File: src/zrs_pkg.sv
`timescale 1ns / 1ps
// ----------------------------------------------------------------------------
// zrs_pkg
// shared types and constants for the zone relay sequencer
// ----------------------------------------------------------------------------
package zrs_pkg;

    localparam int ZONES = 4;
    localparam int ZW    = 2;
    localparam int TW    = 24;

    localparam logic [TW-1:0] TIMER_MAX   = 24'hFFFFFF;
    localparam logic [TW-1:0] MS_PER_MIN  = 24'd60000;
    localparam logic [TW-1:0] HALF_MIN_MS = 24'd30000;
    localparam logic [7:0]    MIN_SAT     = 8'd255;
    localparam logic [6:0]    PCT_FULL    = 7'd100;

    // command codes
    localparam logic [2:0] FN_TICK   = 3'd0;
    localparam logic [2:0] FN_GEN    = 3'd1;
    localparam logic [2:0] FN_CUSTOM = 3'd2;
    localparam logic [2:0] FN_TEST   = 3'd3;
    localparam logic [2:0] FN_STOP   = 3'd4;

    // register indexes
    localparam logic [2:0] RG_ENABLE  = 3'd0;
    localparam logic [2:0] RG_MINUTES = 3'd1;
    localparam logic [2:0] RG_WAIT    = 3'd2;
    localparam logic [2:0] RG_DEAD    = 3'd3;
    localparam logic [2:0] RG_TEST    = 3'd4;

    // controller to datapath commands
    typedef struct packed {
        logic load;     // capture input transaction
        logic exec;     // apply command / tick step
        logic div_start;
        logic div_step;
        logic finish;   // write progress, end a finished zone
    } zrs_cmd_t;

    typedef struct packed {
        logic need_div; // tick in on period with nonzero duration
        logic div_done;
    } zrs_sts_t;

endpackage

File: src/zrs_ctrl.sv
`timescale 1ns / 1ps
// ----------------------------------------------------------------------------
// zrs_ctrl
// transaction controller: capture, execute, divide, finish, present
// ----------------------------------------------------------------------------
module zrs_ctrl
(
    input  logic            clk,
    input  logic            rst_n,
    input  logic            in_valid,
    output logic            in_stall,
    input  logic            out_stall,
    output logic            out_valid,
    output zrs_pkg::zrs_cmd_t cmd,
    input  zrs_pkg::zrs_sts_t sts
);
    import zrs_pkg::*;

    typedef enum logic [4:0] {
        ST_IDLE = 5'b00001,
        ST_EXEC = 5'b00010,
        ST_DIV  = 5'b00100,
        ST_FIN  = 5'b01000,
        ST_OUT  = 5'b10000
    } state_t;

    state_t state_reg, state_next;

    assign in_stall  = (state_reg != ST_IDLE);
    assign out_valid = (state_reg == ST_OUT);

    // next state and commands
    always_comb
    begin
        state_next    = state_reg;
        cmd           = '0;
        unique case (state_reg)
            ST_IDLE:
            begin
                if (in_valid)
                begin
                    cmd.load   = 1'b1;
                    state_next = ST_EXEC;
                end
            end
            ST_EXEC:
            begin
                cmd.exec = 1'b1;
                if (sts.need_div)
                begin
                    cmd.div_start = 1'b1;
                    state_next    = ST_DIV;
                end
                else
                    state_next = ST_OUT;
            end
            ST_DIV:
            begin
                cmd.div_step = 1'b1;
                if (sts.div_done)
                    state_next = ST_FIN;
            end
            ST_FIN:
            begin
                cmd.finish = 1'b1;
                state_next = ST_OUT;
            end
            ST_OUT:
            begin
                if (!out_stall)
                    state_next = ST_IDLE;
            end
            default: state_next = ST_IDLE;
        endcase
    end

    always_ff @(posedge clk or negedge rst_n)
    begin
        if (!rst_n)
            state_reg <= ST_IDLE;
        else
            state_reg <= state_next;
    end

`ifndef SYNTH
    a_out_hold: assert property (@(posedge clk) disable iff (!rst_n)
        out_valid && out_stall |=> out_valid) else $error("result dropped");
    a_no_accept_busy: assert property (@(posedge clk) disable iff (!rst_n)
        state_reg == ST_DIV |-> in_stall) else $error("accept while dividing");
    a_exec_once: assert property (@(posedge clk) disable iff (!rst_n)
        cmd.exec |=> !cmd.exec) else $error("double execute");
`endif

endmodule

File: src/zrs_datapath.sv
`timescale 1ns / 1ps
// ----------------------------------------------------------------------------
// zrs_datapath
// sequencing state, registers, restoring percent divider and result
// ----------------------------------------------------------------------------
module zrs_datapath
(
    input  logic              clk,
    input  logic              rst_n,
    input  zrs_pkg::zrs_cmd_t cmd,
    output zrs_pkg::zrs_sts_t sts,
    input  logic              psel,
    input  logic              penable,
    input  logic              pwrite,
    input  logic [4:0]        paddr,
    input  logic [31:0]       pwdata,
    output logic [31:0]       prdata,
    input  logic [2:0]        func,
    input  logic [3:0]        zone_mask,
    input  logic [7:0]        custom_minutes,
    input  logic signed [2:0] test_zone,
    output logic [3:0]        relay_mask,
    output logic              active,
    output logic              waiting,
    output logic [1:0]        zone,
    output logic [6:0]        progress_pct,
    output logic              cycle_done,
    output logic              any_run,
    output logic [7:0]        minutes_zone0,
    output logic [7:0]        minutes_zone1,
    output logic [7:0]        minutes_zone2,
    output logic [7:0]        minutes_zone3
);
    import zrs_pkg::*;

    localparam int DW = TW + 7; // dividend width: timer times 100

    // configuration registers
    logic [3:0]    en_reg;
    logic [31:0]   mins_reg;
    logic [TW-1:0] wait_reg, dead_reg;
    logic [11:0]   test_reg;
    logic [2:0]    ridx;

    assign ridx = paddr[4:2];

    always_ff @(posedge clk or negedge rst_n)
    begin
        if (!rst_n)
        begin
            en_reg   <= '0;
            mins_reg <= '0;
            wait_reg <= 24'd10000;
            dead_reg <= 24'd500;
            test_reg <= 12'd10;
        end
        else if (psel && penable && pwrite)
        begin
            unique case (ridx)
                RG_ENABLE:  en_reg   <= pwdata[3:0];
                RG_MINUTES: mins_reg <= pwdata;
                RG_WAIT:    wait_reg <= pwdata[TW-1:0];
                RG_DEAD:    dead_reg <= pwdata[TW-1:0];
                RG_TEST:    test_reg <= pwdata[11:0];
                default:    ;
            endcase
        end
    end

    always_comb
    begin
        unique case (ridx)
            RG_ENABLE:  prdata = {28'd0, en_reg};
            RG_MINUTES: prdata = mins_reg;
            RG_WAIT:    prdata = {8'd0, wait_reg};
            RG_DEAD:    prdata = {8'd0, dead_reg};
            RG_TEST:    prdata = {20'd0, test_reg};
            default:    prdata = '0;
        endcase
    end

    // captured transaction
    logic [2:0] fn_reg;
    logic [3:0] zm_reg;
    logic [7:0] cm_reg;
    logic [2:0] tz_reg;

    always_ff @(posedge clk)
    begin
        if (cmd.load)
        begin
            fn_reg <= func;
            zm_reg <= zone_mask;
            cm_reg <= custom_minutes;
            tz_reg <= test_zone;
        end
    end

    // sequencing state
    logic [ZW-1:0] qz_reg [ZONES];
    logic [TW-1:0] qd_reg [ZONES];
    logic [2:0]    qlen_reg, qpos_reg;
    logic          run_reg, wait_st_reg, dead_st_reg, test_run_reg;
    logic [ZW-1:0] cz_reg;
    logic [TW-1:0] cdur_reg, tmr_reg;
    logic [6:0]    prog_reg;
    logic [7:0]    zmin_reg [ZONES];
    logic          done_reg;
    logic [7:0]    rep_reg [ZONES];

    // divider
    logic [DW-1:0] rem_reg, quo_reg;
    logic [4:0]    cnt_reg;

    // launch candidates
    logic [3:0]    sel;
    logic [TW-1:0] ldur [ZONES];
    logic          is_start;
    logic [TW-1:0] test_ms;
    logic [TW-1:0] tinc;
    logic [TW-1:0] m_min;
    logic [7:0]    stop_min;
    logic [TW:0]   stop_sum;
    logic [7:0]    done_min;

    assign test_ms  = TW'(test_reg) * TW'(1000);
    assign tinc     = (tmr_reg < TIMER_MAX) ? tmr_reg + 1'b1 : tmr_reg;
    assign stop_sum = {1'b0, tmr_reg} + {1'b0, HALF_MIN_MS};

    // minutes for a stop in the on period, quotient of a narrow value
    always_comb
    begin
        if (tmr_reg < HALF_MIN_MS)
            stop_min = 8'd0;
        else if (stop_sum / (TW+1)'(MS_PER_MIN) > (TW+1)'(MIN_SAT))
            stop_min = MIN_SAT;
        else
            stop_min = 8'(stop_sum / (TW+1)'(MS_PER_MIN));
    end

    always_comb
    begin
        m_min = cdur_reg / MS_PER_MIN;
        if (m_min == '0)
            done_min = 8'd1;
        else if (m_min > TW'(MIN_SAT))
            done_min = MIN_SAT;
        else
            done_min = m_min[7:0];
    end

    always_comb
    begin
        is_start = 1'b0;
        sel      = '0;
        for (int i = 0; i < ZONES; i++)
            ldur[i] = '0;
        unique case (fn_reg)
            FN_GEN:
            begin
                is_start = 1'b1;
                for (int i = 0; i < ZONES; i++)
                begin
                    ldur[i] = TW'(mins_reg[8*i +: 8]) * MS_PER_MIN;
                    sel[i]  = en_reg[i] && (mins_reg[8*i +: 8] != 8'd0);
                end
            end
            FN_CUSTOM:
            begin
                is_start = (cm_reg != 8'd0);
                for (int i = 0; i < ZONES; i++)
                begin
                    ldur[i] = TW'(cm_reg) * MS_PER_MIN;
                    sel[i]  = zm_reg[i];
                end
            end
            FN_TEST:
            begin
                is_start = (test_reg != 12'd0);
                for (int i = 0; i < ZONES; i++)
                begin
                    ldur[i] = test_ms;
                    sel[i]  = tz_reg[2] || (tz_reg == 3'(i));
                end
            end
            default: ;
        endcase
    end

    assign sts.need_div = (fn_reg == FN_TICK) && run_reg && !wait_st_reg
                          && !dead_st_reg && (cdur_reg != '0);
    assign sts.div_done = (cnt_reg == 5'd0);

    // main sequencing update
    always_ff @(posedge clk or negedge rst_n)
    begin
        if (!rst_n)
        begin
            qlen_reg     <= '0;
            qpos_reg     <= '0;
            run_reg      <= 1'b0;
            wait_st_reg  <= 1'b0;
            dead_st_reg  <= 1'b0;
            test_run_reg <= 1'b0;
            cz_reg       <= '0;
            cdur_reg     <= '0;
            tmr_reg      <= '0;
            prog_reg     <= '0;
            done_reg     <= 1'b0;
            cnt_reg      <= '0;
            for (int i = 0; i < ZONES; i++)
            begin
                zmin_reg[i] <= '0;
                rep_reg[i]  <= '0;
            end
        end
        else if (cmd.exec)
        begin
            done_reg <= 1'b0;
            for (int i = 0; i < ZONES; i++)
                rep_reg[i] <= '0;
            if (fn_reg == FN_TICK)
            begin
                if (run_reg)
                begin
                    tmr_reg <= tinc;
                    if (wait_st_reg)
                    begin
                        if (tinc >= wait_reg)
                        begin
                            cz_reg      <= qz_reg[qpos_reg[ZW-1:0]];
                            cdur_reg    <= qd_reg[qpos_reg[ZW-1:0]];
                            dead_st_reg <= 1'b1;
                            wait_st_reg <= 1'b0;
                            tmr_reg     <= '0;
                            prog_reg    <= '0;
                        end
                    end
                    else if (dead_st_reg)
                    begin
                        if (tinc >= dead_reg)
                        begin
                            dead_st_reg <= 1'b0;
                            tmr_reg     <= '0;
                            prog_reg    <= '0;
                        end
                    end
                    else
                    begin
                        // start percent divide: tinc*100 / cdur
                        rem_reg <= '0;
                        quo_reg <= DW'(tinc) * DW'(PCT_FULL);
                        cnt_reg <= 5'(DW);
                    end
                end
            end
            else if (is_start || fn_reg == FN_STOP)
            begin
                // stop any running cycle
                if (run_reg)
                begin
                    done_reg <= 1'b1;
                    for (int i = 0; i < ZONES; i++)
                        rep_reg[i] <= zmin_reg[i];
                    if (!wait_st_reg && !dead_st_reg && !test_run_reg)
                        rep_reg[cz_reg] <= stop_min;
                end
                run_reg     <= 1'b0;
                wait_st_reg <= 1'b0;
                dead_st_reg <= 1'b0;
                prog_reg    <= '0;
                qlen_reg    <= '0;
                qpos_reg    <= '0;
                if (is_start && sel != '0)
                begin
                    test_run_reg <= (fn_reg == FN_TEST);
                    for (int i = 0; i < ZONES; i++)
                        zmin_reg[i] <= '0;
                    qlen_reg    <= 3'($countones(sel));
                    run_reg     <= 1'b1;
                    dead_st_reg <= 1'b1;
                    tmr_reg     <= '0;
                    for (int i = 0; i < ZONES; i++)
                    begin
                        if (sel[i] && (sel & ((4'd1 << i) - 4'd1)) == '0)
                        begin
                            cz_reg   <= ZW'(i);
                            cdur_reg <= ldur[i];
                        end
                    end
                end
                else if (run_reg && !wait_st_reg && !dead_st_reg && !test_run_reg)
                    zmin_reg[cz_reg] <= stop_min;
            end
        end
        else if (cmd.div_step)
        begin
            if (cnt_reg != 5'd0)
            begin
                cnt_reg <= cnt_reg - 1'b1;
                if ({rem_reg[DW-2:0], quo_reg[DW-1]} >= DW'(cdur_reg))
                begin
                    rem_reg <= {rem_reg[DW-2:0], quo_reg[DW-1]} - DW'(cdur_reg);
                    quo_reg <= {quo_reg[DW-2:0], 1'b1};
                end
                else
                begin
                    rem_reg <= {rem_reg[DW-2:0], quo_reg[DW-1]};
                    quo_reg <= {quo_reg[DW-2:0], 1'b0};
                end
            end
        end
        else if (cmd.finish)
        begin
            prog_reg <= (quo_reg > DW'(PCT_FULL)) ? PCT_FULL : quo_reg[6:0];
            if (tmr_reg >= cdur_reg)
            begin
                if (!test_run_reg)
                    zmin_reg[cz_reg] <= done_min;
                qpos_reg <= qpos_reg + 1'b1;
                if (qpos_reg + 1'b1 < qlen_reg)
                begin
                    wait_st_reg <= 1'b1;
                    tmr_reg     <= '0;
                end
                else
                begin
                    run_reg  <= 1'b0;
                    qlen_reg <= '0;
                    prog_reg <= '0;
                    done_reg <= 1'b1;
                    for (int i = 0; i < ZONES; i++)
                        rep_reg[i] <= zmin_reg[i];
                    if (!test_run_reg)
                        rep_reg[cz_reg] <= done_min;
                end
            end
        end
    end

    // queue store, written on a launch
    always_ff @(posedge clk)
    begin
        if (cmd.exec && fn_reg != FN_TICK && is_start)
        begin
            for (int i = 0; i < ZONES; i++)
            begin
                if (sel[i])
                begin
                    qz_reg[$countones(sel & ((4'd1 << i) - 4'd1))] <= ZW'(i);
                    qd_reg[$countones(sel & ((4'd1 << i) - 4'd1))] <= ldur[i];
                end
            end
        end
    end

    // result fields
    assign relay_mask   = (run_reg && !wait_st_reg && !dead_st_reg) ? 4'd1 << cz_reg : 4'd0;
    assign active       = run_reg;
    assign waiting      = run_reg && wait_st_reg;
    assign zone         = run_reg ? cz_reg : '0;
    assign progress_pct = run_reg ? prog_reg : '0;
    assign cycle_done   = done_reg;
    assign minutes_zone0 = rep_reg[0];
    assign minutes_zone1 = rep_reg[1];
    assign minutes_zone2 = rep_reg[2];
    assign minutes_zone3 = rep_reg[3];
    assign any_run = (rep_reg[0] | rep_reg[1] | rep_reg[2] | rep_reg[3]) != 8'd0;

`ifndef SYNTH
    a_relay_onehot: assert property (@(posedge clk) disable iff (!rst_n)
        $onehot0(relay_mask)) else $error("more than one relay on");
    a_wait_dead: assert property (@(posedge clk) disable iff (!rst_n)
        !(wait_st_reg && dead_st_reg)) else $error("wait and dead time together");
    a_pos_len: assert property (@(posedge clk) disable iff (!rst_n)
        run_reg |-> qpos_reg < qlen_reg) else $error("queue position overrun");
`endif

endmodule

File: src/zone_relay_sequencer.sv
`timescale 1ns / 1ps
// a command goes from accept through capture and execute to the result; a tick in the
// on period also runs the 31-step restoring percent divider and a finish step
// throughput: one transaction at a time, a new one accepted after the result
// is taken; reset clears all control state and loads register defaults
// ----------------------------------------------------------------------------
// zone_relay_sequencer
// top level: controller and datapath of the relay zone sequencer
// ----------------------------------------------------------------------------
module zone_relay_sequencer
(
    input  logic              clk,
    input  logic              rst_n,
    input  logic              psel,
    input  logic              penable,
    input  logic              pwrite,
    input  logic [4:0]        paddr,
    input  logic [31:0]       pwdata,
    output logic [31:0]       prdata,
    output logic              pready,
    input  logic              in_valid,
    output logic              in_stall,
    input  logic [2:0]        func,
    input  logic [3:0]        zone_mask,
    input  logic [7:0]        custom_minutes,
    input  logic signed [2:0] test_zone,
    output logic              out_valid,
    input  logic              out_stall,
    output logic [3:0]        relay_mask,
    output logic              active,
    output logic              waiting,
    output logic [1:0]        zone,
    output logic [6:0]        progress_pct,
    output logic              cycle_done,
    output logic              any_run,
    output logic [7:0]        minutes_zone0,
    output logic [7:0]        minutes_zone1,
    output logic [7:0]        minutes_zone2,
    output logic [7:0]        minutes_zone3
);
    import zrs_pkg::*;

    zrs_cmd_t cmd;
    zrs_sts_t sts;

    assign pready = 1'b1;

    // transaction controller
    zrs_ctrl u_ctrl
    (
        .clk       (clk),
        .rst_n     (rst_n),
        .in_valid  (in_valid),
        .in_stall  (in_stall),
        .out_stall (out_stall),
        .out_valid (out_valid),
        .cmd       (cmd),
        .sts       (sts)
    );

    // datapath
    zrs_datapath u_dp
    (
        .clk            (clk),
        .rst_n          (rst_n),
        .cmd            (cmd),
        .sts            (sts),
        .psel           (psel),
        .penable        (penable),
        .pwrite         (pwrite),
        .paddr          (paddr),
        .pwdata         (pwdata),
        .prdata         (prdata),
        .func           (func),
        .zone_mask      (zone_mask),
        .custom_minutes (custom_minutes),
        .test_zone      (test_zone),
        .relay_mask     (relay_mask),
        .active         (active),
        .waiting        (waiting),
        .zone           (zone),
        .progress_pct   (progress_pct),
        .cycle_done     (cycle_done),
        .any_run        (any_run),
        .minutes_zone0  (minutes_zone0),
        .minutes_zone1  (minutes_zone1),
        .minutes_zone2  (minutes_zone2),
        .minutes_zone3  (minutes_zone3)
    );

endmodule

File: config.mk
export PLATFORM = sky130hd
export DESIGN_NAME = zone_relay_sequencer
export DESIGN_NICKNAME = d
export VERILOG_FILES = /design/src/zrs_pkg.sv /design/src/zrs_ctrl.sv /design/src/zrs_datapath.sv /design/src/zone_relay_sequencer.sv
export SDC_FILE = /design/constraint.sdc
export NUM_CORES = 2
export LEC_CHECK = 0
export BUFFER_PORTS_ARGS = -buffer_cell sky130_fd_sc_hd__buf_4
export CORE_AREA = 2 2 294 296
export DETAILED_ROUTE_END_ITERATION = 10
export DIE_AREA = 0 0 296 298
export PLACE_DENSITY = 0.78
export SLEW_MARGIN = 20
export SYNTH_ARGS = -nofsm -noshare
export SYNTH_HDL_FRONTEND = slang
export SYNTH_SLANG_ARGS = --single-unit
File: constraint.sdc
create_clock -name clk -period 11.98 [get_ports clk]
set_input_delay 0.599 -clock clk [delete_from_list [all_inputs] [get_ports clk]]
set_output_delay 0.599 -clock clk [all_outputs]
set_load 0.005 [all_outputs]
# Word-level counts from Yosys, hierarchy flattened
# Memory sizes are Yosys's and may differ from the RTL's.
# Cells that the tools add are included.
# op_classes
n_addsub,9
n_mul,7
n_div,2
magnitude_cmp,12
n_eq_ne,39
shifts,1
muxes,172
n_bitwise,5
reduce_logical,76
# op_table
operator,count
24-bit 2-to-1 mux,24
32-bit 2-to-1 mux,18
96-bit one-hot mux with 3 select lines,1
30-bit 2-to-1 mux,8
31-bit 2-to-1 mux,7
32-bit one-hot mux with 5 select lines,1
7-bit 2-to-1 mux,14
"8-bit by 11-bit multiplier with 19-bit output, second input constant",5
24-bit >= comparator,3
32-bit bitwise mux,2
5-bit 2-to-1 mux,11
1-bit 2-to-1 mux,50
8-bit nonzero test,6
3-bit 2-to-1 mux,14
8-bit 2-to-1 mux,5
31-bit by 24-bit >= comparator with 1-bit output,1
"31-bit by 7-bit greater-than comparator with 1-bit output, second input constant",1
30-bit by 24-bit subtractor with 30-bit output,1
"24-bit by 5-bit multiplier with 29-bit output, second input constant",1
7-bit AND reduction,4
"24-bit by 15-bit adder with 25-bit output, second input constant",1
"25-bit by 16-bit divider with 25-bit output, second input constant",1
"25-bit by 8-bit greater-than comparator with 1-bit output, second input constant",1
5-bit one-hot mux with 5 select lines,1
54 further kinds,142
# word_totals
ff_bits,317
ram_bits,104
inputBits,62
out_inout_bits,84
elab_cells,357
n_memories,2
# mem_list
memory,words,width,read_ports,rd_ports_with_merged_regs,wr,line,source
u_dp.qd_reg,4,24,1,0,4,zrs_datapath.sv:101,logic [TW-1:0] qd_reg [ZONES];
u_dp.qz_reg,4,2,1,0,4,zrs_datapath.sv:100,logic [ZW-1:0] qz_reg [ZONES];

# Logic depth before layout (Yosys ltp)
# logic_depth
depth_word,12
mapped_depth,47
ltp_nobuf,45

# Cells and area by module
# A second synthesis with hierarchy kept.
# hier_totals
hier_cells,5103
area_unflattened_um2,44172.4
# modules_own_cells
module,n_inst,cells_each,area_per_inst_um2,seq_area_each_um2
zrs_datapath,1,5071,43874.6,10786.6
zrs_ctrl,1,30,286.5,126.4
zone_relay_sequencer,1,2,11.3,0.0

# Worst setup path before layout
# No wires, ideal clock.
# synth_path
path_type,reg2reg
startpoint,register u_dp.tmr_reg[4]
endpoint,register u_dp.zmin_reg[0] in the netlist's numbering
setup_time_ns,0.077
arrival_time_ns,9.803
required_time_ns,11.903
setup_slack_ns,2.100
stages_incl_launch_ff,43
n_path_buf,4
period_less_slack_ns,9.880
path_cell_list,dfrtp_1 inv_1 ha_1 and3b_1 clkbuf_1 nand4_1 nand3_1 and2_1 buf_2 nor2_2 o31ai_2 buf_4 a21oi_1 o31a_2 a21oi_4 mux2i_1 nand2_1 o21ai_0 [7 not listed] a221o_1 a211oi_4 or2_1 a21oi_1 or3_1 buf_2 a21o_1 a211oi_1 a21boi_1 a211oi_2 a2111oi_2 nor2_2 mux2i_1 or4_1 nor4bb_1 o31ai_4 a21oi_2 o21ai_1
# synth_between
elab_chain_cells,11
word_cells_on_any_way,15
cone_classes,add/sub (1); div (1); order compare (3); mux (8); reduce/logical (2)
# synth_lines
item,line,source
"start, declared",zrs_datapath.sv:105,"logic [TW-1:0] cdur_reg, tmr_reg;"
"start signal, assigned",zrs_datapath.sv:226,tmr_reg <= tinc;
24-bit by 15-bit adder with 25-bit output,zrs_datapath.sv:128,"assign stop_sum = {1'b0, tmr_reg} + {1'b0, HALF_MIN_MS};"
25-bit by 16-bit divider with 25-bit output,"zrs_datapath.sv:135, zrs_datapath.sv:138",
25-bit by 8-bit greater-than comparator with 1-bit output,zrs_datapath.sv:135,else if (stop_sum / (TW+1)'(MS_PER_MIN) > (TW+1)'(MIN_SAT))
8-bit 2-to-1 mux,zrs_datapath.sv:135,
8-bit 2-to-1 mux,zrs_datapath.sv:133,if (tmr_reg < HALF_MIN_MS)
32-bit bitwise mux,zrs_datapath.sv:293,zmin_reg[cz_reg] <= stop_min;
32-bit 2-to-1 mux,zrs_datapath.sv:292,else if (run_reg && !wait_st_reg && !dead_st_reg && !test_run_reg)
32-bit 2-to-1 mux,zrs_datapath.sv:274,if (is_start && sel != '0)
32-bit 2-to-1 mux,zrs_datapath.sv:257,else if (is_start || fn_reg == FN_STOP)
32-bit 2-to-1 mux,zrs_datapath.sv:222,if (fn_reg == FN_TICK)
32-bit 2-to-1 mux,zrs_datapath.sv:217,else if (cmd.exec)
"end signal, assigned by index",zrs_datapath.sv:293,
"end signal, assigned by index",zrs_datapath.sv:319,zmin_reg[cz_reg] <= done_min;
"end, declared",zrs_datapath.sv:107,logic [7:0] zmin_reg [ZONES];
# Parallel ways exist; a longest one is shown, timed or not. The select of a mux whose other input is x is not followed.
# A chain may end at the register's enable or synchronous reset.

# Worst setup path after layout
# layout_path
startpoint,register u_dp.tmr_reg[4]
endpoint,register u_dp.rep_reg (netlist bit u_dp.minutes_zone1[0])
# layout_between
elab_chain_cells,11
word_cells_on_any_way,15
cone_classes,add/sub (1); div (1); order compare (3); mux (8); reduce/logical (2)
# layout_lines
item,line,source
24-bit by 15-bit adder with 25-bit output,zrs_datapath.sv:128,
25-bit by 16-bit divider with 25-bit output,"zrs_datapath.sv:135, zrs_datapath.sv:138",
25-bit by 8-bit greater-than comparator with 1-bit output,zrs_datapath.sv:135,
8-bit 2-to-1 mux,zrs_datapath.sv:135,
8-bit 2-to-1 mux,zrs_datapath.sv:133,
32-bit bitwise mux,zrs_datapath.sv:266,rep_reg[cz_reg] <= stop_min;
32-bit 2-to-1 mux,zrs_datapath.sv:265,if (!wait_st_reg && !dead_st_reg && !test_run_reg)
32-bit 2-to-1 mux,zrs_datapath.sv:260,if (run_reg)
32-bit 2-to-1 mux,zrs_datapath.sv:257,
32-bit 2-to-1 mux,zrs_datapath.sv:222,
32-bit 2-to-1 mux,zrs_datapath.sv:217,
"end signal, assigned by index",zrs_datapath.sv:264,rep_reg[i] <= zmin_reg[i];
"end signal, assigned by index",zrs_datapath.sv:266,
"end signal, assigned by index",zrs_datapath.sv:333,rep_reg[i] <= zmin_reg[i];
"end, declared",zrs_datapath.sv:109,logic [7:0] rep_reg [ZONES];
# Parallel ways exist; a longest one is shown, timed or not.

==> results.yml <==
outcome:
  status: "finished clean"
finish:
  n_fill_cell: 7498
  fin_util_pct: 57.2
  drive_above_1_share_pct: 10.0
  final_net_count: 5994
  final_cell_area_um2: 48600
  instances_no_fill: 6443
  largest_reg_flops: 84
  diodes: 0
  syn_to_final_growth_pct: 8.91
grt:
  grtUsageTotal_pct: 28.7
  grt_first_pass_wirelength_um: 204000
  overflow: 0
  first_global_vias: 38190
  antenna_found_initial: 1
  grt_max_degree: 165
min_path:
  hp-start: "custom_minutes[5]"
  holdPathEnd: "u_dp.cm_reg[5]$_DFFE_PP_"
  min_path_cells: 1
  hp-class: "in2reg"
setup_path:
  slowest_delay_ns: 0.58
  crit_start: "u_dp.tmr_reg[4]$_DFFE_PN0P_"
  end_kind: "flip-flop"
  r2r_end: "u_dp.minutes_zone1[0]$_DFFE_PN0P_"
  r2r-start: "u_dp.tmr_reg[4]$_DFFE_PN0P_"
  start_kind: "flip-flop"
  crit_arrival_ns: 11.89
  r2r_cells: 38
  rrSetupSlack_ns: 0.62
  critPathSlowestCell: "o41a_1"
  cp_max_fo: 15
  crit_required_ns: 12.51
  critical_path_class: "reg2reg"
die:
  core_area_um2: 84900
  die_w_um: 296
  rows: 107
  dieArea_um2: 88200
  ios: 146
  die_height_um: 298
  initial_utilization_pct: 52.5
place:
  dp_hpwl_um: 97900
  pre_cts_slack_ns: 0.264
  dp.cells: 6352
  placed_area_um2: 46700
  numPortBuffers: 142
  gp_congestion: 0.949
clock_tree:
  clock_latency_ns: 0.63
  numCtsBuffers: 48
  cts_sinks: 404
  cts-root-buf: "clkbuf_16"
  cts_tree: "done"
  path_clk_slew_ns: 0.06
  clockBufferDepth: 3
  htreeDepth: 2
pwr:
  combPwrFrac_pct: 72.8
  pwr-share-seq_pct: 15.6
  clockPowerShare_pct: 11.6
  switching_share_pct: 50.7
  p_switching_mw: 6.73
  leakagePower_nw: 22.0
  max-vdd-ir-drop_mv: 0.516
  p_int_mw: 6.54
  p_per_area_nw_per_um2: 273
  power_mw: 13.3
drt:
  routedWlPerCell_um: 20.0
  drtPass1Iterations: 7
  routed_wirelength_um: 129000
  dr.first_iter.drc_count: 3818
  drtAntennaViolNets: 0
  drc: 0
  num_vias: 39539
  drt-vias-per-instance: 6.14
yosys:
  netlist_instances: 5228
  syn_avg_cell_area_um2: 8.53
  synth_cell_type_count: 126
  ys_seq_elements: 404
  yosys_warnings: 0
  synthTopCellsByArea: "ha_1 14%, dfrtp_1 12%, edfxtp_1 11%"
  post-synth-top-area-cell: "ha_1"
  mappedNetlistNets: 5962
  synth_top_area_share_pct: 14.1
  netlist_area_um2: 44600
  synth_top_flop_cell: "dfrtp_1"
  seq_area_frac_synth_pct: 24.5
  synth_async_sr_flop_share_pct: 58.2
  synth_edf_count: 163
sta:
  slew_viol_final: 0
  finalCritPeriodShare_pct: 94.8
  fin_setup_tns_ns: 0
  slew_headroom_pct: 22.1
  fin_ws_ns: 0.620
  holdWs_ns: 0.140
  worst_pin_slew_ns: 1.17
  fin_crit_ns: 11.36
  setup_viol: 0
  timing.fmax_ghz: 0.0880
  hold_violations: 0
  fin_skew_ns: 0.0490
flow_run:
  maxCapViolCount: 0
[worst max-delay path: cells and delay by family, from the launching register on]
kind | cells | cell delay [ns]
mux | 2 | 0.27
flops | 1 | 0.50
fa+ha+maj | 1 | 0.25
simple gates | 16 | 4.25
compound gates | 18 | 5.90
buf+inv | 1 | 0.12
[logic make-up after synthesis]
kind of cell               synth area share [%]
adders and majority gates                  21.8
DFF                                        24.5
AOI/OAI and AO/OA                          20.6
muxes                                      5.70
xor gates and xnor gates                   5.28
and+or+nand+nor                            15.4
buffers and inverters                      6.66
other                                   0.00841
[cell usage after synthesis, types with 10 or more instances]
| library cell | n |
|---|---|
| inv_1 | 539 |
| ha_1 | 502 |
| nor2_1 | 453 |
| a21oi_1 | 431 |
| nand2_1 | 413 |
| o21ai_0 | 344 |
| dfrtp_1 | 221 |
| xnor2_1 | 191 |
| fa_1 | 170 |
| clkbuf_1 | 166 |
| edfxtp_1 | 163 |
| mux2i_1 | 112 |
| nor3_1 | 98 |
| nand3_1 | 95 |
| a21o_1 | 92 |
| mux2_2 | 79 |
| xor2_1 | 71 |
| a211oi_1 | 70 |
| nand2b_1 | 57 |
| o21bai_1 | 55 |
| and2_1 | 49 |
| nor2b_1 | 47 |
| o211ai_1 | 45 |
| a22oi_1 | 42 |
| nand4_1 | 40 |
| o31ai_1 | 40 |
| nor4_1 | 38 |
| o22ai_1 | 38 |
| a31oi_1 | 35 |
| and3_1 | 30 |
| buf_2 | 29 |
| o21a_1 | 28 |
| o21ai_1 | 26 |
| or3_1 | 24 |
| buf_1 | 23 |
| mux4_2 | 23 |
| or2_2 | 20 |
| dfstp_2 | 14 |
| nand4b_1 | 13 |
| a21boi_0 | 12 |
| a221oi_1 | 11 |
| nand3b_1 | 11 |
| nor3b_1 | 11 |
| a31o_2 | 10 |
| or2_1 | 10 |
[layout make-up]
type / count / area [um^2] / area share, %
Inverter: 541 / 2030 / 4.18
Sequential cell: 404 / 10900 / 22.5
Clock inverter: 23 / 265 / 0.546
Multi-Input combinational cell: 4054 / 31000 / 63.7
Timing Repair Buffer: 211 / 1610 / 3.31
Tap cell: 1144 / 1430 / 2.95
Clock buffer: 66 / 1360 / 2.80
[metal layers]
metal / wire, um / up-vias / track usage [%]
met3: 8850 / 351 / 3.60
met5: 18 / - / 0
li1: - / 18595 / -
met4: 6850 / 2 / 13.7
met1: 53500 / 18901 / 37.6
met2: 59500 / 1690 / 46.9
[repair_timing]
item | 4_1_cts | 5_1_grt
endpoints found under the hold margin | 71 | 0
gates resized for setup | 0 | 37
buffers inserted | 0 | 1
endpoints found under the setup margin | 0 | 16
hold buffers | 1 | 0
[worst max path at each step]
stage,slack [ns],end
floorplan,2.10,u_dp.zmin_reg[0]$_DFFE_PN0P_
global placement,0.46,u_dp.minutes_zone2[0]$_DFFE_PN0P_
detailed placement,0.26,u_dp.minutes_zone2[0]$_DFFE_PN0P_
CTS,0.23,u_dp.minutes_zone2[0]$_DFFE_PN0P_
global route,-0.09,u_dp.zmin_reg[0]$_DFFE_PN0P_
finish,0.62,u_dp.minutes_zone1[0]$_DFFE_PN0P_
[power by group through the flow]
stage | registers (mW) | logic [mW] | clock network [mW]
final | 2.08 | 9.67 | 1.54
after global routing | 2.10 | 10.6 | 1.60
after CTS | 2.07 | 9.50 | 1.55
after detailed placement | 2.09 | 9.39 | 0
after global placement | 2.08 | 9.14 | 0
after floorplan | 1.95 | 6.85 | 0
[placed cells by master, fill, tap and decap left out, types with 27 or more instances in the layout]
master / count
inv_1: 539
ha_1: 502
a31oi_1: 35
nor3_1: 92
a21o_1: 92
o21ai_1: 27
o211ai_1: 45
edfxtp_1: 163
xor2_1: 71
and3_1: 29
a21oi_1: 428
nand2b_1: 57
nand3_1: 94
o21bai_1: 55
nand2_1: 408
a211oi_1: 69
buf_4: 208
o22ai_1: 36
fa_1: 170
and2_1: 48
o31ai_1: 38
nor2_1: 450
mux2_2: 79
o21ai_0: 341
nor4_1: 37
o21a_1: 28
a22oi_1: 42
dfrtp_1: 221
clkbuf_16: 48
xnor2_1: 189
mux2i_1: 112
nor2b_1: 47
nand4_1: 40
(Power assumes the default switching activity.)
